[src/rtl/hhsp_pkg.sv]
// ----------------------------------------------------------------------------
// hhsp_pkg
// types, codes and name tables of the http header stream parser
// ----------------------------------------------------------------------------
package hhsp_pkg;

    localparam int LENGTH_BITS_DEF = 32;

    // configuration port
    localparam int APB_ADDR_W = 3;
    localparam int APB_DATA_W = 32;
    localparam logic [APB_ADDR_W-3:0] REG_RESPONSE_MODE = 1'b0;

    // status codes
    localparam logic [1:0] ST_PARSING = 2'd0;
    localparam logic [1:0] ST_DONE    = 2'd1;
    localparam logic [1:0] ST_ERROR   = 2'd2;

    // byte roles
    localparam logic [2:0] ROLE_FIRST  = 3'd0;
    localparam logic [2:0] ROLE_MIDDLE = 3'd1;
    localparam logic [2:0] ROLE_LAST   = 3'd2;
    localparam logic [2:0] ROLE_NAME   = 3'd3;
    localparam logic [2:0] ROLE_SEP    = 3'd4;
    localparam logic [2:0] ROLE_VALUE  = 3'd5;
    localparam logic [2:0] ROLE_EOL    = 3'd6;

    // characters
    localparam logic [7:0] CHAR_CR    = 8'h0d;
    localparam logic [7:0] CHAR_LF    = 8'h0a;
    localparam logic [7:0] CHAR_TAB   = 8'h09;
    localparam logic [7:0] CHAR_SPACE = 8'h20;
    localparam logic [7:0] CHAR_COLON = 8'h3a;
    localparam logic [7:0] CHAR_ZERO  = 8'h30;
    localparam logic [7:0] CHAR_ONE   = 8'h31;
    localparam logic [7:0] CHAR_NINE  = 8'h39;
    localparam logic [7:0] CHAR_UP_A  = 8'h41;
    localparam logic [7:0] CHAR_UP_Z  = 8'h5a;
    localparam logic [7:0] HIGH_ASCII = 8'h7f;

    // name and word tables, lower case, and the upper-case version text
    localparam logic [4:0] TE_LEN    = 5'd17;
    localparam logic [4:0] CL_LEN    = 5'd14;
    localparam logic [4:0] CHUNK_LEN = 5'd7;
    localparam logic [3:0] VERS_LEN  = 4'd7;
    localparam logic [3:0] VERS_COLS = 4'd8;
    localparam logic [3:0] COL_MAX   = 4'hf;
    localparam logic [4:0] MI_MAX    = 5'd31;

    localparam logic [7:0] TE_NAME [17] = '{
        "t", "r", "a", "n", "s", "f", "e", "r", "-",
        "e", "n", "c", "o", "d", "i", "n", "g"
    };
    localparam logic [7:0] CL_NAME [14] = '{
        "c", "o", "n", "t", "e", "n", "t", "-", "l", "e", "n", "g", "t", "h"
    };
    localparam logic [7:0] CHUNK_WORD [7] = '{"c", "h", "u", "n", "k", "e", "d"};
    localparam logic [7:0] VERS_TEXT [7] = '{"H", "T", "T", "P", "/", "1", "."};

    // line phase
    typedef enum logic [5:0] {
        PH_F0    = 6'b000001,
        PH_F1    = 6'b000010,
        PH_F2    = 6'b000100,
        PH_NAME  = 6'b001000,
        PH_VSKIP = 6'b010000,
        PH_VALUE = 6'b100000
    } t_phase;

    // one registered input transaction
    typedef struct packed {
        logic       valid;
        logic [7:0] data_byte;
        logic       start_of_message;
    } t_in_item;

endpackage

[src/rtl/hhsp_apb_regs.sv]
// ----------------------------------------------------------------------------
// hhsp_apb_regs
// apb configuration register: response_mode at word 0
// ----------------------------------------------------------------------------
module hhsp_apb_regs
    import hhsp_pkg::*;
(
    input  logic                  i_clk,
    input  logic                  i_rst_n,
    input  logic                  psel,
    input  logic                  penable,
    input  logic                  pwrite,
    input  logic [APB_ADDR_W-1:0] paddr,
    input  logic [APB_DATA_W-1:0] pwdata,
    output logic [APB_DATA_W-1:0] prdata,
    output logic                  pready,
    output logic                  o_response_mode
);

    logic r_response_mode;
    logic w_sel_mode;
    logic w_write;

    assign w_sel_mode = (paddr[APB_ADDR_W-1:2] == REG_RESPONSE_MODE);
    assign w_write    = psel && penable && pwrite;
    assign pready     = 1'b1;

    always_ff @(posedge i_clk) begin
        if (!i_rst_n) begin
            r_response_mode <= 1'b0;
        end else if (w_write && w_sel_mode) begin
            r_response_mode <= pwdata[0];
        end
    end

    assign prdata          = w_sel_mode ? APB_DATA_W'(r_response_mode) : '0;
    assign o_response_mode = r_response_mode;

endmodule

[src/rtl/hhsp_in_stage.sv]
// ----------------------------------------------------------------------------
// hhsp_in_stage
// input register with valid/stall handshake
// ----------------------------------------------------------------------------
module hhsp_in_stage
    import hhsp_pkg::*;
(
    input  logic       i_clk,
    input  logic       i_rst_n,
    input  logic       i_in_valid,
    input  logic [7:0] i_data_byte,
    input  logic       i_start_of_message,
    input  logic       i_adv,
    output logic       o_in_stall,
    output t_in_item   o_item
);

    logic       r_valid;
    logic [7:0] r_data_byte;
    logic       r_som;
    logic       w_accept;

    assign o_in_stall = r_valid && !i_adv;
    assign w_accept   = i_in_valid && !o_in_stall;

    always_ff @(posedge i_clk) begin
        if (!i_rst_n) begin
            r_valid <= 1'b0;
        end else if (w_accept) begin
            r_valid <= 1'b1;
        end else if (i_adv) begin
            r_valid <= 1'b0;
        end
    end

    always_ff @(posedge i_clk) begin
        if (w_accept) begin
            r_data_byte <= i_data_byte;
            r_som       <= i_start_of_message;
        end
    end

    assign o_item = '{valid: r_valid, data_byte: r_data_byte, start_of_message: r_som};

endmodule

[src/rtl/hhsp_parse_core.sv]
// ----------------------------------------------------------------------------
// hhsp_parse_core
// per-byte parse state update and result register
// ----------------------------------------------------------------------------
module hhsp_parse_core
    import hhsp_pkg::*;
#(
    parameter int LENGTH_BITS = LENGTH_BITS_DEF
) (
    input  logic        i_clk,
    input  logic        i_rst_n,
    input  t_in_item    i_item,
    input  logic        i_adv,
    input  logic        i_response_mode,
    output logic        o_out_valid,
    output logic [1:0]  o_status,
    output logic [2:0]  o_byte_role,
    output logic        o_version_minor,
    output logic        o_is_chunked,
    output logic [31:0] o_content_length,
    output logic [15:0] o_status_code
);

    localparam int LW = (LENGTH_BITS < 32) ? LENGTH_BITS : 32;

    // parse state
    t_phase        r_phase,   n_phase;
    logic [3:0]    r_col,     n_col;
    logic          r_first,   n_first;
    logic [1:0]    r_over,    n_over;
    logic          r_cr,      n_cr;
    logic          r_bad,     n_bad;
    logic          r_minor,   n_minor;
    logic          r_chunked, n_chunked;
    logic [LW-1:0] r_len,     n_len;
    logic [15:0]   r_code,    n_code;
    logic [1:0]    r_flags,   n_flags;
    logic [4:0]    r_mi,      n_mi;
    logic          r_vmc,     n_vmc;
    logic [LW-1:0] r_acc,     n_acc;
    logic [2:0]    n_role;

    // result register
    logic        r_out_valid;
    logic [1:0]  r_status;
    logic [2:0]  r_role;
    logic        r_minor_out;
    logic        r_chunked_out;
    logic [31:0] r_len_out;
    logic [15:0] r_code_out;

    logic w_fire;

    assign w_fire = i_item.valid && i_adv;

    always_comb begin
        logic [7:0]    v_byte;
        logic [7:0]    v_low;
        logic          v_digit;
        logic          v_space;
        logic          v_empty;
        logic [19:0]   v_code_prod;
        logic [LW+3:0] v_acc_prod;

        v_byte  = i_item.data_byte;
        v_low   = (v_byte >= CHAR_UP_A && v_byte <= CHAR_UP_Z) ? v_byte + 8'd32 : v_byte;
        v_digit = (v_byte >= CHAR_ZERO) && (v_byte <= CHAR_NINE);
        v_space = (v_byte == CHAR_SPACE) || (v_byte >= CHAR_TAB && v_byte <= CHAR_CR);
        v_empty = 1'b0;

        n_phase   = r_phase;
        n_col     = r_col;
        n_first   = r_first;
        n_over    = r_over;
        n_cr      = r_cr;
        n_bad     = r_bad;
        n_minor   = r_minor;
        n_chunked = r_chunked;
        n_len     = r_len;
        n_code    = r_code;
        n_flags   = r_flags;
        n_mi      = r_mi;
        n_vmc     = r_vmc;
        n_acc     = r_acc;
        n_role    = ROLE_FIRST;

        if (i_item.start_of_message) begin
            n_first   = 1'b0;
            n_over    = ST_PARSING;
            n_minor   = 1'b0;
            n_chunked = 1'b0;
            n_len     = '0;
            n_code    = '0;
            n_phase   = PH_F0;
            n_col     = '0;
            n_cr      = 1'b0;
            n_bad     = 1'b0;
            n_flags   = 2'b11;
            n_mi      = '0;
            n_vmc     = 1'b1;
            n_acc     = '0;
        end

        v_code_prod = ({4'b0, n_code} << 3) + ({4'b0, n_code} << 1) + 20'(v_byte[3:0]);
        v_acc_prod  = ({4'b0, n_acc} << 3) + ({4'b0, n_acc} << 1) + (LW+4)'(v_byte[3:0]);

        if (n_over == ST_PARSING) begin
            // held cr turns out to be line content
            if (n_cr && v_byte != CHAR_LF) begin
                unique case (n_phase) inside
                    PH_F0, PH_F1: begin
                        if (i_response_mode) n_bad = 1'b1;
                        if (n_col != COL_MAX) n_col = n_col + 4'd1;
                    end
                    PH_F2: begin
                        if (!i_response_mode) n_bad = 1'b1;
                        if (n_col != COL_MAX) n_col = n_col + 4'd1;
                    end
                    PH_NAME: begin
                        n_flags = 2'b00;
                        if (n_mi != MI_MAX) n_mi = n_mi + 5'd1;
                        if (n_col != COL_MAX) n_col = n_col + 4'd1;
                    end
                    PH_VSKIP: begin
                    end
                    PH_VALUE: begin
                        if (n_flags != 2'b00) n_vmc = 1'b0;
                        if (n_mi != MI_MAX) n_mi = n_mi + 5'd1;
                    end
                    default: begin
                    end
                endcase
                n_cr = 1'b0;
            end

            if (v_byte == CHAR_CR) begin
                n_cr   = 1'b1;
                n_role = ROLE_EOL;
            end else if (v_byte == CHAR_LF && n_cr) begin
                // end of line
                n_cr    = 1'b0;
                n_role  = ROLE_EOL;
                v_empty = (n_phase == (n_first ? PH_NAME : PH_F0)) && (n_col == '0);
                if (v_empty) begin
                    n_over = n_first ? ST_DONE : ST_ERROR;
                end else if (n_bad) begin
                    n_over = ST_ERROR;
                end else if (!n_first) begin
                    if (n_phase != PH_F2 || (!i_response_mode && n_col != VERS_COLS)) begin
                        n_over = ST_ERROR;
                    end else begin
                        n_first = 1'b1;
                    end
                end else if (n_phase == PH_NAME) begin
                    n_over = ST_ERROR;
                end else begin
                    if (n_flags[0] && n_vmc && n_mi == CHUNK_LEN) n_chunked = 1'b1;
                    if (n_flags[1] && n_vmc) n_len = n_acc;
                end
                n_phase = n_first ? PH_NAME : PH_F0;
                n_col   = '0;
                n_bad   = 1'b0;
                n_flags = 2'b11;
                n_mi    = '0;
                n_vmc   = 1'b1;
                n_acc   = '0;
            end else begin
                if (v_byte == 8'h00 || v_byte > HIGH_ASCII) n_bad = 1'b1;
                unique case (n_phase) inside
                    PH_F0: begin
                        if (v_byte == CHAR_SPACE) begin
                            if (i_response_mode && n_col != VERS_COLS) n_bad = 1'b1;
                            n_phase = PH_F1;
                            n_col   = '0;
                            n_role  = ROLE_SEP;
                        end else begin
                            if (i_response_mode) begin
                                if (n_col < VERS_LEN) begin
                                    if (v_byte != VERS_TEXT[n_col[2:0]]) n_bad = 1'b1;
                                end else if (n_col == VERS_LEN) begin
                                    if (v_byte == CHAR_ZERO) n_minor = 1'b0;
                                    else if (v_byte == CHAR_ONE) n_minor = 1'b1;
                                    else n_bad = 1'b1;
                                end else begin
                                    n_bad = 1'b1;
                                end
                            end
                            if (n_col != COL_MAX) n_col = n_col + 4'd1;
                            n_role = ROLE_FIRST;
                        end
                    end
                    PH_F1: begin
                        if (v_byte == CHAR_SPACE) begin
                            n_phase = PH_F2;
                            n_col   = '0;
                            n_role  = ROLE_SEP;
                        end else begin
                            if (i_response_mode) begin
                                if (v_digit) begin
                                    n_code = (v_code_prod[19:16] != 4'd0) ? 16'hffff
                                                                          : v_code_prod[15:0];
                                end else begin
                                    n_bad = 1'b1;
                                end
                            end
                            if (n_col != COL_MAX) n_col = n_col + 4'd1;
                            n_role = ROLE_MIDDLE;
                        end
                    end
                    PH_F2: begin
                        if (!i_response_mode) begin
                            if (n_col < VERS_LEN) begin
                                if (v_byte != VERS_TEXT[n_col[2:0]]) n_bad = 1'b1;
                            end else if (n_col == VERS_LEN) begin
                                if (v_byte == CHAR_ZERO) n_minor = 1'b0;
                                else if (v_byte == CHAR_ONE) n_minor = 1'b1;
                                else n_bad = 1'b1;
                            end else begin
                                n_bad = 1'b1;
                            end
                        end
                        if (n_col != COL_MAX) n_col = n_col + 4'd1;
                        n_role = ROLE_LAST;
                    end
                    PH_NAME: begin
                        if (v_byte == CHAR_COLON) begin
                            if (n_mi != TE_LEN) n_flags[0] = 1'b0;
                            if (n_mi != CL_LEN) n_flags[1] = 1'b0;
                            n_mi    = '0;
                            n_vmc   = 1'b1;
                            n_acc   = '0;
                            n_phase = PH_VSKIP;
                            n_role  = ROLE_SEP;
                        end else begin
                            if (n_mi >= TE_LEN || v_low != TE_NAME[n_mi]) n_flags[0] = 1'b0;
                            if (n_mi >= CL_LEN || v_low != CL_NAME[n_mi[3:0]]) begin
                                n_flags[1] = 1'b0;
                            end
                            if (n_mi != MI_MAX) n_mi = n_mi + 5'd1;
                            if (n_col != COL_MAX) n_col = n_col + 4'd1;
                            n_role = ROLE_NAME;
                        end
                    end
                    PH_VSKIP, PH_VALUE: begin
                        if (n_phase == PH_VSKIP && v_space) begin
                            n_role = ROLE_SEP;
                        end else begin
                            n_phase = PH_VALUE;
                            if (n_flags[0]) begin
                                if (n_mi >= CHUNK_LEN || v_low != CHUNK_WORD[n_mi[2:0]]) begin
                                    n_vmc = 1'b0;
                                end
                            end
                            if (n_flags[1]) begin
                                if (v_digit) begin
                                    n_acc = (v_acc_prod[LW+3:LW] != 4'd0) ? '1
                                                                          : v_acc_prod[LW-1:0];
                                end else begin
                                    n_vmc = 1'b0;
                                end
                            end
                            if (n_mi != MI_MAX) n_mi = n_mi + 5'd1;
                            n_role = ROLE_VALUE;
                        end
                    end
                    default: begin
                    end
                endcase
            end
        end
    end

    always_ff @(posedge i_clk) begin
        if (!i_rst_n) begin
            r_phase     <= PH_F0;
            r_col       <= '0;
            r_first     <= 1'b0;
            r_over      <= ST_PARSING;
            r_cr        <= 1'b0;
            r_bad       <= 1'b0;
            r_minor     <= 1'b0;
            r_chunked   <= 1'b0;
            r_len       <= '0;
            r_code      <= '0;
            r_flags     <= 2'b11;
            r_mi        <= '0;
            r_vmc       <= 1'b1;
            r_acc       <= '0;
            r_out_valid <= 1'b0;
        end else begin
            if (i_adv) begin
                r_out_valid <= i_item.valid;
            end
            if (w_fire) begin
                r_phase   <= n_phase;
                r_col     <= n_col;
                r_first   <= n_first;
                r_over    <= n_over;
                r_cr      <= n_cr;
                r_bad     <= n_bad;
                r_minor   <= n_minor;
                r_chunked <= n_chunked;
                r_len     <= n_len;
                r_code    <= n_code;
                r_flags   <= n_flags;
                r_mi      <= n_mi;
                r_vmc     <= n_vmc;
                r_acc     <= n_acc;
            end
        end
    end

    always_ff @(posedge i_clk) begin
        if (w_fire) begin
            r_status      <= n_over;
            r_role        <= n_role;
            r_minor_out   <= n_minor;
            r_chunked_out <= n_chunked;
            r_len_out     <= 32'(n_len);
            r_code_out    <= n_code;
        end
    end

    assign o_out_valid      = r_out_valid;
    assign o_status         = r_status;
    assign o_byte_role      = r_role;
    assign o_version_minor  = r_minor_out;
    assign o_is_chunked     = r_chunked_out;
    assign o_content_length = r_len_out;
    assign o_status_code    = r_code_out;

endmodule

[src/rtl/http_header_stream_parser.sv]
// ----------------------------------------------------------------------------
// http_header_stream_parser
// byte-serial http/1.x message head parser with apb configuration
// ----------------------------------------------------------------------------
// Takes one byte of an HTTP/1.x message head per cycle while o_in_stall is
// low and returns one result transaction per byte: parse status, the byte's
// role, the minor version, the chunked flag, the last Content-Length value
// (saturating at the smaller of 2^LENGTH_BITS-1 and 2^32-1) and the response
// status code. A byte goes from the input register through the state update
// into the result register, where its result transaction is held until it is
// taken. The input register and the result register each hold one
// transaction, so a stalled result still lets one more byte in before
// o_in_stall rises. Set start_of_message on the first byte of each message;
// write response_mode over APB (word 0) only while the block is idle. The
// block itself does not enforce this.
module http_header_stream_parser
    import hhsp_pkg::*;
#(
    parameter int LENGTH_BITS = LENGTH_BITS_DEF
) (
    input  logic                  i_clk,
    input  logic                  i_rst_n,
    input  logic                  psel,
    input  logic                  penable,
    input  logic                  pwrite,
    input  logic [APB_ADDR_W-1:0] paddr,
    input  logic [APB_DATA_W-1:0] pwdata,
    output logic [APB_DATA_W-1:0] prdata,
    output logic                  pready,
    input  logic                  i_in_valid,
    output logic                  o_in_stall,
    input  logic [7:0]            i_data_byte,
    input  logic                  i_start_of_message,
    output logic                  o_out_valid,
    input  logic                  i_out_stall,
    output logic [1:0]            o_status,
    output logic [2:0]            o_byte_role,
    output logic                  o_version_minor,
    output logic                  o_is_chunked,
    output logic [31:0]           o_content_length,
    output logic [15:0]           o_status_code
);

    logic     w_response_mode;
    logic     w_adv;
    t_in_item w_item;

    assign w_adv = !o_out_valid || !i_out_stall;

    hhsp_apb_regs u_regs (
        .i_clk           (i_clk),
        .i_rst_n         (i_rst_n),
        .psel            (psel),
        .penable         (penable),
        .pwrite          (pwrite),
        .paddr           (paddr),
        .pwdata          (pwdata),
        .prdata          (prdata),
        .pready          (pready),
        .o_response_mode (w_response_mode)
    );

    hhsp_in_stage u_in (
        .i_clk              (i_clk),
        .i_rst_n            (i_rst_n),
        .i_in_valid         (i_in_valid),
        .i_data_byte        (i_data_byte),
        .i_start_of_message (i_start_of_message),
        .i_adv              (w_adv),
        .o_in_stall         (o_in_stall),
        .o_item             (w_item)
    );

    hhsp_parse_core #(
        .LENGTH_BITS (LENGTH_BITS)
    ) u_core (
        .i_clk            (i_clk),
        .i_rst_n          (i_rst_n),
        .i_item           (w_item),
        .i_adv            (w_adv),
        .i_response_mode  (w_response_mode),
        .o_out_valid      (o_out_valid),
        .o_status         (o_status),
        .o_byte_role      (o_byte_role),
        .o_version_minor  (o_version_minor),
        .o_is_chunked     (o_is_chunked),
        .o_content_length (o_content_length),
        .o_status_code    (o_status_code)
    );

endmodule

[config.mk]
export PLATFORM = sky130hd
export DESIGN_NAME = http_header_stream_parser
export DESIGN_NICKNAME = d
export VERILOG_FILES = /design/src/rtl/hhsp_pkg.sv /design/src/rtl/hhsp_apb_regs.sv /design/src/rtl/hhsp_in_stage.sv /design/src/rtl/hhsp_parse_core.sv /design/src/rtl/http_header_stream_parser.sv
export SDC_FILE = /design/constraint.sdc
export NUM_CORES = 1
export LEC_CHECK = 0
export ABC_AREA = 1
export BUFFER_PORTS_ARGS = -buffer_cell sky130_fd_sc_hd__buf_2
export CORE_ASPECT_RATIO = 0.9
export CORE_MARGIN = 4
export CORE_UTILIZATION = 61
export CTS_CLUSTER_DIAMETER = 60
export DETAILED_ROUTE_END_ITERATION = 10
export PLACE_DENSITY_LB_ADDON = 0.05
export SYNTH_ARGS = -nofsm -noshare
export SYNTH_HDL_FRONTEND = slang
export SYNTH_HIERARCHICAL = 1
export SYNTH_SLANG_ARGS = --single-unit
[constraint.sdc]
create_clock -name i_clk -period 8.8 [get_ports i_clk]
set_input_delay 1.76 -clock i_clk [delete_from_list [all_inputs] [get_ports i_clk]]
set_output_delay 1.76 -clock i_clk [all_outputs]
set_load 0.02 [all_outputs]
======== Word-level counts from Yosys, hierarchy flattened ========
Memory sizes are Yosys's and may differ from the RTL's.
Cells that the tools add are included.
W data, S select, Z words.
cells by class
  mux-type cells .......................... 181
  reduce and logical (&&, ||, !) cells .... 42
  add/sub/neg operators ................... 9
  bitwise operators ....................... 6
  order comparisons ....................... 15
  equal/unequal tests ..................... 28
operators with widths
  operator               number
  $mux W32               18
  $mux W16               9
  $mux W1                80
  $mux W8                9
  $pmux W32 S2           1
  $mux W5                11
  $mux W4                13
  $mux W6                8
  $mux W2                19
  $add A35 B33 Y36       1
  $add A36 B4 Y36        1
  $eq A8 B6 Y1 const B   4
  $ne A8 B8 Y1           4
  $pmux W6 S4            1
  $add A19 B17 Y20       1
  $add A20 B4 Y20        1
  $logic_and A1 B1 Y1    18
  $eq A8 B4 Y1 const B   2
  $mux W3                5
  $ne A5 B5 Y1 const B   3
  $pmux W3 S5            1
  $ne A4 B4 Y1 const B   3
  $pmux W4 S3            1
  $add A5 B1 Y5 const B  2
  other kinds (44)       65
storage, ports and cells
  logic and storage cells ................. 311
  bits in read-only memories .............. 512
  bits of input ports ..................... 51
  memories kept ........................... 4
  flip-flop bits (word level) ............. 172
memories
  name              words  bits a word  read ports  clocked after memory_dff  write ports  line                    text
  (name not given)  32     8            1           0                         0            hhsp_parse_core.sv:235  if (n_mi >= TE_LEN || v_low != TE_NAME[n_mi]) n_flags[0] = 1'b0;
  (name not given)  16     8            1           0                         0            hhsp_parse_core.sv:236  if (n_mi >= CL_LEN || v_low != CL_NAME[n_mi[3:0]]) begin
  (name not given)  8      8            1           0                         0            hhsp_parse_core.sv:179  if (v_byte != VERS_TEXT[n_col[2:0]]) n_bad = 1'b1;
  (name not given)  8      8            1           0                         0            hhsp_parse_core.sv:250  if (n_mi >= CHUNK_LEN || v_low != CHUNK_WORD[n_mi[2:0]]) begin

======== Depth between registers and ports, before layout ========
Gate-level depths: netlist of the first run.
  word-level depth ........................ 21
  mapped depth ............................ 31

======== Cells and area by module ========
Netlist of the first run, hierarchy kept.
modules (own cells, without submodules)
  module                     cells each  instances  area an instance (µm²)
  hhsp_parse_core            2319        1          14750.4
  hhsp_in_stage              19          1          335.3
  hhsp_apb_regs              46          1          314.1
  http_header_stream_parser  1           1          3.8

======== Least setup slack after synthesis of the first run ========
OpenSTA, ideal clock, no wires.
  kind .................................... register to register
  from .................................... register u_in.r_som
  to ...................................... register u_core.r_code_out[15] (netlist: u_core/o_status_code[15]) (data pin)
  buffers on the path ..................... 7
  setup slack ............................. 4102 ps
  arrival time ............................ 4447 ps
  cell stages (with the launch flop) ...... 27
  library setup time ...................... 251 ps
  path through ............................ edfxtp_1 -> buf_4 -> buf_6 -> inv_4 -> buf_2 -> buf_1 -> buf_1 -> nand2_1 -> inv_1 -> fa_1 -> fa_1 -> nand3_1 -> nand2_1 -> a21oi_1 -> o21ai_1 -> a21boi_0 -> o21ai_1 -> nand3_1 -> nand2_1 -> xor2_1 -> nor2_1 -> and2_1 -> clkbuf_1 -> buf_2 -> nand3_1 -> nand2_1 -> inv_1
between the ends
  word-level cells in the longest chain between the ends .. 12
ends and longest elaborated chain
  element                      line                    text
  start: declaration           hhsp_in_stage.sv:20     logic r_som;
  start signal: assignment     hhsp_in_stage.sv:39     r_som <= i_start_of_message;
  $mux W16                     hhsp_parse_core.sv:87   if (i_item.start_of_message) begin
  $add A19 B17 Y20             hhsp_parse_core.sv:104  v_code_prod = ({4'b0, n_code} << 3) + ({4'b0, n_code} << 1) + 20'(v_byte[3:0]);
  $add A20 B4 Y20              hhsp_parse_core.sv:104
  $reduce_bool A4 Y1           hhsp_parse_core.sv:200  n_code = (v_code_prod[19:16] != 4'd0) ? 16'hffff
  $mux W16                     hhsp_parse_core.sv:200
  $mux W16                     hhsp_parse_core.sv:199  if (v_digit) begin
  $mux W16                     hhsp_parse_core.sv:198  if (i_response_mode) begin
  $mux W16                     hhsp_parse_core.sv:193  if (v_byte == CHAR_SPACE) begin
  $mux W16                     hhsp_parse_core.sv:169  unique case (n_phase) inside
  $mux W16                     hhsp_parse_core.sv:139  end else if (v_byte == CHAR_LF && n_cr) begin
  $mux W16                     hhsp_parse_core.sv:136  if (v_byte == CHAR_CR) begin
  $mux W16 *                   hhsp_parse_core.sv:107  if (n_over == ST_PARSING) begin
  named net u_core.n_code[15]  hhsp_parse_core.sv:36   logic [15:0] r_code, n_code;
  end signal: assignment       hhsp_parse_core.sv:320  r_code_out <= n_code;
  end: declaration             hhsp_parse_core.sv:50   logic [15:0] r_code_out;
Mark *: on every way through the listed nets, which the timed path passes. The rest lies on a longest branch. The select of a mux whose other input is x is not followed.
A chain may end at the register's enable or synchronous reset.

======== Final worst setup path of the first run ========
  from .................................... register u_in.r_data_byte[3]
  to ...................................... register u_core.r_acc[6]
between the ends
  word-level cells in the longest chain between the ends .. 10
ends and longest elaborated chain
  element                                                    line                                            text
  start: declaration                                         hhsp_in_stage.sv:19                             logic [7:0] r_data_byte;
  start signal: assignment                                   hhsp_in_stage.sv:38                             r_data_byte <= i_data_byte;
  $add A36 B4 Y36 or $ne A8 B4 Y1 (tied branches)            hhsp_parse_core.sv:105, hhsp_parse_core.sv:109
  $reduce_bool A4 Y1 or $logic_and A1 B1 Y1 (tied branches)  hhsp_parse_core.sv:256, hhsp_parse_core.sv:109
  $mux W32 or $mux W2 (tied branches)                        hhsp_parse_core.sv:256, hhsp_parse_core.sv:109
  $mux W32 or $mux W2 (tied branches)                        hhsp_parse_core.sv:255, hhsp_parse_core.sv:107
  $mux W32                                                   hhsp_parse_core.sv:254                          if (n_flags[1]) begin
  $mux W32                                                   hhsp_parse_core.sv:245                          if (n_phase == PH_VSKIP && v_space) begin
  $pmux W32 S2                                               hhsp_parse_core.sv:169
  $mux W32                                                   hhsp_parse_core.sv:139
  $mux W32 *                                                 hhsp_parse_core.sv:136
  $mux W32 *                                                 hhsp_parse_core.sv:107
  end signal: assignment                                     hhsp_parse_core.sv:308                          r_acc <= n_acc;
  end: declaration                                           hhsp_parse_core.sv:40                           logic [LW-1:0] r_acc, n_acc;
Mark *: on every way between the ends. The rest lies on a longest branch, timed or not. The select of a mux whose other input is x is not followed.

==> summary.md, run 1 <==
| Metric | Value |
|---|---|
| Critical path required time | `9.10 ns` |
| Clock Path Buffers | `2` |
| Register area | `0.004084 mm2` |
| # hold bufs at CTS | `0` |
| Drt pass-1 iters | `7` |
| Area contributors post-synth | `nand2_1 (15%), dfxtp_1 (14%), edfxtp_1 (12%)` |
| F_max | `177.9 MHz` |
| 1st-iter DRT viols | `1822` |
| Final Hold Fails | `0` |
| Post-synthesis compound-gate area fraction | `0.1868` |
| DRC errors left | `0` |
| Max-slew violations | `0` |
| Sequential fraction of the synthesis area | `0.2651` |
| Yosys reg bits | `172` |
| GRT Overall Usage | `0.2983` |
| CTS Sinks | `172` |
| Die Wd | `175.5 um` |
| Mux share of post-synthesis cell area | `0` |
| Peak VDD IR | `123.0 uV` |
| Insertion delay to the later sink of the worst-skew pair | `0.45 ns` |
| Post-route minimum period | `5.622 ns` |
| CP Cell Sequence | `clkinv_1 -> xor2_1 -> inv_1 -> ha_1 -> inv_1 -> fa_1 -> o21ai_0 -> a21boi_0 -> o21ai_0 -> nand3_1 -> nand2_1 -> xor2_1 -> nor2_1 -> buf_4 -> nand3_1 -> o21ai_0 -> nand3_1 -> nand2_1 -> nand2_1 -> nand2_1 -> a21oi_1` |
| Syn-to-layout area delta | `5.971%` |
| Cells after Synth | `2385` |
| Routed wire length | `43230 um` |
| Gpl congestion | `0.9599` |
| Antenna violations before repair | `0` |
| WP buf/inv | `4` |
| Max-Slew Margin vs Limit | `0.3087` |
| Netlist cell types | `59` |
| Hold Path End | `u_core/r_acc[28]$_SDFFE_PN0P_` |
| RSZ-0062 raised after global routing | `false` |
| Global route total overflow | `0` |
| Startpoint types | `flip-flop` |
| Critical path peak fanout | `20` |
| Post-synthesis xor/xnor area fraction | `0.02843` |
| WL per Instance | `15.76 um` |
| Worst Reg2Reg Path Length in Cells | `21` |
| Crit path kind | `flip-flop to flip-flop` |
| Via Count | `15.44k` |
| Area of the multi-input gates | `0.009457 mm2` |
| Filler Cells Inserted | `2299` |
| CTS tree | `yes` |
| Antenna Nets Post-Route | `0` |
| FF-to-FF End | `u_core/r_acc[6]$_SDFFE_PN0P_` |
| CTS Buf Count | `17` |
| Power Density | `123.4 mW/mm2` |
| Postcts setup bufs | `0` |
| Worst-path cell with the longest stage delay | `edfxtp_1` |
| I/O Pins | `141` |
| Final setup vio count | `0` |
| Critical Path End Type | `flip-flop` |
| Max stage delay on crit path | `0.72 ns` |
| Vias per cell | `5.629` |
| Critical R2R Launch | `u_in/r_data_byte[3]$_DFFE_PP_` |
| Run status | `completed` |
| Largest net degree at the start of global routing | `89` |
| Largest family of logic cells by synthesized area | `simple AND/OR/NAND/NOR gates` |
| Die height | `158.8 um` |
| Worst hold path type | `flip-flop to flip-flop` |
| Number of global-route vias before repair | `13.57k` |
| Worst path top cell family by delay | `compound AO/OA/AOI/OAI gates` |
| Core Box Area | `0.02453 mm2` |
| Hold_ws | `0.4660 ns` |
| Resize count post-CTS | `0` |
| Setup TNS | `0 ns` |
| Max Cap Violations | `0` |
| Worst Skew | `0.01511 ns` |
| Mapped Avg Cell Area | `6.459 um2` |
| CTS H-Tree Depth | `4` |
| Hold_sp | `u_core/r_acc[28]$_SDFFE_PN0P_` |
| Starting Density | `0.6280` |
| Synth Area in Simple Gates | `0.2957` |
| Fin crit share | `0.6388` |
| Async set-reset flop share out of synthesis | `0` |
| Die ar. | `0.02786 mm2` |
| Detailed Place HPWL | `30960 um` |
| Worst hold stages | `2` |
| Worst-path clk slew | `0.08 ns` |
| Clock Tree Root | `clkbuf_16` |
| Reg2Reg Setup Slack | `3.18 ns` |
| Area share of the largest cell type after synthesis | `0.1469` |
| IO Port Bufs | `75` |
| Cell taking the most area after synthesis | `nand2_1` |
| Row count | `54` |
| Placed cells | `2710` |
| Final Non-Filler Cells | `2743` |
| Synth Area in Adders | `0.09406` |
| First-pass GRT wire length | `68920 um` |
| Top_reg_cell synth | `dfxtp_1` |
| Post-layout nets | `2558` |
| Mapped cell area | `0.01540 mm2` |
| Leak pwr | `0.008463 uW` |
| EDFF count, synth | `64` |
| Worst-margin pin slew | `1.034 ns` |
| Share of cells above drive strength 1 | `0.1002` |
| Yosys warning total | `6` |
| Final core utilization | `0.6655` |
| Worst path arrival time | `5.93 ns` |
| Most common cell on crit path | `nand2_1` |
## worst register-to-register path, cell delays in order (launching register included)
cell,delay [ns]
edfxtp_1,0.72
clkinv_1,0.51
xor2_1,0.28
inv_1,0.06
ha_1,0.29
inv_1,0.06
fa_1,0.46
o21ai_0,0.39
a21boi_0,0.35
o21ai_0,0.57
nand3_1,0.14
nand2_1,0.11
xor2_1,0.06
nor2_1,0.12
buf_4,0.26
nand3_1,0.37
o21ai_0,0.36
nand3_1,0.11
nand2_1,0.09
nand2_1,0.06
nand2_1,0.06
a21oi_1,0.05
## power by group
| part | switching (uW) | total (uW) | internal, uW |
|---|---|---|---|
| clock | 388 | 771 | 383 |
| sequential | 25.0 | 889 | 864 |
| combinational | 251 | 354 | 103 |
## per-stage QoR
stage | instance area [um2] | setup slack, ns | total power [uW]
2_1_floorplan | 15520 | 4.102 | 1180
3_3_place_gp | 15720 | 3.452 | 1245
3_5_place_dp | 15720 | 3.344 | 1252
4_1_cts | 16320 | 3.318 | 2017
5_1_grt | 16320 | 2.810 | 2096
6_report | 16320 | 3.178 | 2014
## registers in the layout (all words and copies together) (netlist names), 2 cells and up
| register | flops |
|---|---|
| u_core/r_code | 16 |
| u_core/r_over | 2 |
| u_core/o_content_length | 32 |
| u_core/r_acc | 32 |
| u_core/o_status | 2 |
| u_in/r_data_byte | 8 |
| u_core/r_mi | 5 |
| u_core/o_byte_role | 3 |
| u_core/r_col | 4 |
| u_core/r_flags | 2 |
| u_core/r_phase | 6 |
| u_core/r_len | 32 |
| u_core/o_status_code | 16 |
## routing by layer
layer | routed length (um) | global-route usage | part of all wire
met5 | 0 | 0 | 0
met4 | 669 | 0.06095 | 0.015
met3 | 4211 | 0.05040 | 0.097
met2 | 17650 | 0.4324 | 0.41
met1 | 20700 | 0.4655 | 0.48
## worst max path at each step
stage,startpoint,end,slack [ns],cells after the start
after floorplan,u_in/r_som$_DFFE_PP_,u_core/o_status_code[15]$_DFFE_PP_,4.10,26
after global placement,u_in/r_data_byte[3]$_DFFE_PP_,u_core/r_acc[6]$_SDFFE_PN0P_,3.45,21
after detailed placement,u_in/r_data_byte[3]$_DFFE_PP_,u_core/r_acc[6]$_SDFFE_PN0P_,3.34,21
after CTS,u_in/r_data_byte[3]$_DFFE_PP_,u_core/r_acc[6]$_SDFFE_PN0P_,3.32,21
after global routing,u_in/r_som$_DFFE_PP_,u_core/r_acc[7]$_SDFFE_PN0P_,2.81,22
final,u_in/r_data_byte[3]$_DFFE_PP_,u_core/r_acc[6]$_SDFFE_PN0P_,3.18,21
## cell families after synthesis
kind of cell | count (synthesis)
buffers and inverters | 471
flip-flops | 172
AND/OR/NAND/NOR | 1064
other | 2
XOR/XNOR | 50
AO/OA/AOI/OAI | 512
adder cells (fa/ha/maj) | 114
## area by class of cell
cell class	count	share of cell area
Antenna cell	1	0.0001533
Clock inverter	15	0.01058
Sequential cell	172	0.2502
Clock buffer	17	0.02606
Inverter	342	0.07895
Tap cell	336	0.02575
Multi-Input combinational cell	1772	0.5793
Timing Repair Buffer	88	0.02897
## layout by cell type, fill, tap and decap left out, drive strengths merged, types with 6 or more instances in the layout
cell type | netlist | layout
nand2 | 618 | 618
inv | 337 | 345
nor2 | 253 | 253
o21ai | 249 | 249
a21oi | 193 | 193
nand3 | 147 | 147
ha | 111 | 111
dfxtp | 108 | 108
buf | 69 | 88
edfxtp | 64 | 64
conb | 2 | 32
xor2 | 30 | 30
nand4 | 21 | 21
xnor2 | 20 | 20
clkbuf | 60 | 17
nor3 | 14 | 14
clkinv | 5 | 12
a31oi | 11 | 11
o21bai | 10 | 10
o211ai | 9 | 9
a21boi | 6 | 6
## synthesized netlist by cell type, drive strengths merged (3+ instances only)
cell and count:
o22ai 5, nand3 147, xnor2 20, xor2 30
ha 111, a21o 5, o31ai 5, dfxtp 108
clkinv 5, a21boi 6, nor4 3, edfxtp 64
a21oi 193, a211oi 4, o211ai 9, or2 4
o21ai 249, nor2 253, buf 69, fa 3
inv 337, a221oi 5, o21bai 10, clkbuf 60
a31oi 11, nor3 14, nand2 618, o2111ai 3
nand4 21
No activity file was read; power rests on OpenSTA's default activity.
==> run 2: changes to the inputs <==
--- a/config.mk
+++ b/config.mk
@@ -9,7 +9,7 @@
 export BUFFER_PORTS_ARGS = -buffer_cell sky130_fd_sc_hd__buf_2
 export CORE_ASPECT_RATIO = 0.9
 export CORE_MARGIN = 4
-export CORE_UTILIZATION = 61
+export CORE_UTILIZATION = 56
 export CTS_CLUSTER_DIAMETER = 60
 export DETAILED_ROUTE_END_ITERATION = 10
 export PLACE_DENSITY_LB_ADDON = 0.05
==> constraint.sdc (replaced) <==
create_clock -name i_clk -period 5 [get_ports i_clk]
set_input_delay 1 -clock i_clk [delete_from_list [all_inputs] [get_ports i_clk]]
set_output_delay 1 -clock i_clk [all_outputs]
set_load 0.02 [all_outputs]
==> run 2 against run 1 <==
Fmax grew 26%. Largest cell class unchanged. Sequential power rose by 75%. Final area grew 1.7%. Critical path type unchanged. Sequential share of layout area decreased by 0.43 points. Via count decreased by 0.52%. Sequential cell count did not move. Clock power grew 84%. Power is 80% higher. Core utilization shrank 5.1 points. Non-clock buffer count is 26 higher.
==> summary.md, run 2 (synthesized netlist as in run 1, its figures left out) <==
| Metric | Value |
|---|---|
| Run status | `completed` |
| Vias per cell | `5.513 (-2.1%)` |
| Die Wd | `182.8 um (+4.2%)` |
| CTS Sinks | `172 (unchanged)` |
| Core Box Area | `0.02703 mm2 (+10%)` |
| Most frequent cells in the layout | `nand2_1 (602), inv_1 (318), nor2_1 (245), a21oi_1 (192), o21ai_0 (181)` |
| Die ar. | `0.03023 mm2 (+8.5%)` |
| Antenna Nets Post-Route | `0 (unchanged)` |
| Max-Slew Margin vs Limit | `0.2180 (-0.09072)` |
| CTS tree | `yes` |
| Worst-path clk slew | `0.08 ns (about the same)` |
| Internal | `2441 uW (+81%)` |
| I/O Pins | `141 (unchanged)` |
| Postcts setup bufs | `0 (unchanged)` |
| Net Sw Frac | `0.3261 (-0.003225)` |
| Commonest non-fill, non-tap cell in the layout | `nand2_1` |
| Leak pwr | `0.008613 uW (+1.8%)` |
| IO Port Bufs | `75 (unchanged)` |
| Critical R2R Launch | `u_in/r_som$_DFFE_PP_` |
| RSZ-0062 raised after global routing | `false` |
| Critical Path End Type | `flip-flop` |
| Critical path peak fanout | `27 (+35%)` |
| DRC errors left | `0 (unchanged)` |
| Launch point of the worst path | `u_in/r_som$_DFFE_PP_` |
| 1st-iter DRT viols | `1770 (-2.9%)` |
| Routed wire length | `44180 um (+2.2%)` |
| Starting Density | `0.5699 (-0.05817)` |
| Most common cell on crit path | `nand2_1` |
| Via Count | `15.36k (-0.52%)` |
| Drt pass-1 iters | `6 (-1)` |
| Die height | `165.3 um (+4.1%)` |
| Clock power frac | `0.391 (+0.008)` |
| Final Hold Fails | `0 (unchanged)` |
| Max-slew violations | `0 (unchanged)` |
| Final core utilization | `0.6145 (-0.05109)` |
| Clock Path Buffers | `2 (unchanged)` |
| WP buf/inv | `4 (unchanged)` |
| Clock Tree Root | `clkbuf_16` |
| Row count | `57 (+5.6%)` |
| Gpl congestion | `0.9415 (-1.9%)` |
| # hold bufs at CTS | `0 (unchanged)` |
| Setup TNS | `0 ns (unchanged)` |
| CP Cell Sequence | `inv_4 -> nand2_1 -> inv_1 -> fa_1 -> fa_1 -> nand3_1 -> nand2_1 -> a21oi_1 -> o21ai_1 -> a21boi_0 -> o21ai_1 -> nand3_1 -> nand2_1 -> xor2_1 -> nor2_1 -> and2_1 -> buf_4 -> nand3_1 -> nand2_1 -> inv_1` |
| Insertion delay to the later sink of the worst-skew pair | `0.45 ns (about the same)` |
| Fin crit share | `0.8913 (+0.2525)` |
| WL per Instance | `15.86 um (+0.62%)` |
| F_max | `224.4 MHz (+26%)` |
| Final setup vio count | `0 (unchanged)` |
| First-pass GRT wire length | `71270 um (+3.4%)` |
| CTS H-Tree Depth | `4 (unchanged)` |
| Peak VDD IR | `233.5 uV (+90%)` |
| Antenna violations before repair | `0 (unchanged)` |
| Share of cells above drive strength 1 | `0.1098 (+0.009620)` |
| Worst path top cell family by delay | `adder cells` |
| CTS Buf Count | `17 (unchanged)` |
| Switch Pwr | `1181 uW (+78%)` |
| Resize count post-CTS | `0 (unchanged)` |
| Comb power frac | `0.178 (+0.002)` |
| Global route total overflow | `0 (unchanged)` |
| Worst-path cell with the longest stage delay | `edfxtp_1` |
| Hold_sp | `u_core/r_acc[27]$_SDFFE_PN0P_` |
| Sequential group share of total power | `0.431 (-0.011)` |
| Ant. Diodes | `0 (-1)` |
| Crit path kind | `flip-flop to flip-flop` |
| Critical path required time | `5.21 ns (-3.89 ns)` |
| Worst Skew | `0.02388 ns (+0.008765 ns)` |
| Startpoint types | `flip-flop` |
| Filler Cells Inserted | `2609 (+13%)` |
| Max Cap Violations | `0 (unchanged)` |
| GRT Overall Usage | `0.2881 (-0.01022)` |
| Post-route minimum period | `4.457 ns (-1.165 ns)` |
| Max stage delay on crit path | `0.54 ns (-0.18 ns)` |
| Number of global-route vias before repair | `13.52k (-0.38%)` |
| Worst hold path type | `flip-flop to flip-flop` |
| Worst path arrival time | `4.66 ns (-1.27 ns)` |
| Post-layout nets | `2584 (+1.0%)` |
| Power Density | `218.1 mW/mm2 (+77%)` |
| Worst-margin pin slew | `1.167 ns (+0.1322 ns)` |
| Largest net degree at the start of global routing | `86 (-3.4%)` |
| Detailed Place HPWL | `32220 um (+4.1%)` |
| Syn-to-layout area delta | `7.822%` |
## run 2: worst register-to-register path, delay by kind of cell (launching register included)
family          cells  cell delay (ns)
fa+ha+maj           2             0.96
xor+xnor            1             0.15
flops               1             0.54
simple gates        9             0.93
compound gates      4             0.88
buf+inv             4             0.77
## run 2: layout make-up
cell class	count	area, um2	area share
Sequential cell	172	4084	0.2459
Inverter	342	1290	0.07767
Clock buffer	17	425.4	0.02561
Timing Repair Buffer	114	718.2	0.04324
Clock inverter	15	196.4	0.01183
Multi-Input combinational cell	1772	9452	0.5691
Tap cell	354	442.9	0.02667
## run 2: worst paths after layout
path	end	slack (ns)	cells past startpoint
max	u_core/o_status_code[8]$_DFFE_PP_	0.54	20
min	u_core/r_acc[27]$_SDFFE_PN0P_	0.47	2
max reg2reg	u_core/o_status_code[8]$_DFFE_PP_	0.54	20
min reg2reg	u_core/r_acc[27]$_SDFFE_PN0P_	0.47	2
## run 2: routing by layer
layer / wire length, um / track usage / up-vias
met5: 0 / 0 / -
met4: 566 / 0.06195 / 0
met3: 3678 / 0.03351 / 46
met2: 17770 / 0.4133 / 627
met1: 22170 / 0.4594 / 6929
li1: - / - / 7756
## run 2: power groups by stage
stage / logic, uW / registers (uW) / clock network (uW)
after floorplan: 465 / 1610 / 0
after global placement: 623 / 1590 / 0
after detailed placement: 631 / 1590 / 0
after CTS: 635 / 1560 / 1440
after global routing: 718 / 1570 / 1500
final: 645 / 1560 / 1420
## run 2: metrics by stage
step / cell area, um2 / std cells / worst slack, ns / hold slack, ns / power, uW
after floorplan: 15520 / 2415 / 0.3021 / 0.4412 / 2076
after CTS: 16610 / 2786 / 0.5883 / 0.4674 / 3631
after global placement: 15990 / 2754 / 0.6579 / 0.4517 / 2211
final: 16610 / 2786 / 0.5433 / 0.4659 / 3622
after global routing: 16610 / 2786 / 0.1344 / 0.4894 / 3780
after detailed placement: 15990 / 2754 / 0.6095 / 0.4555 / 2222
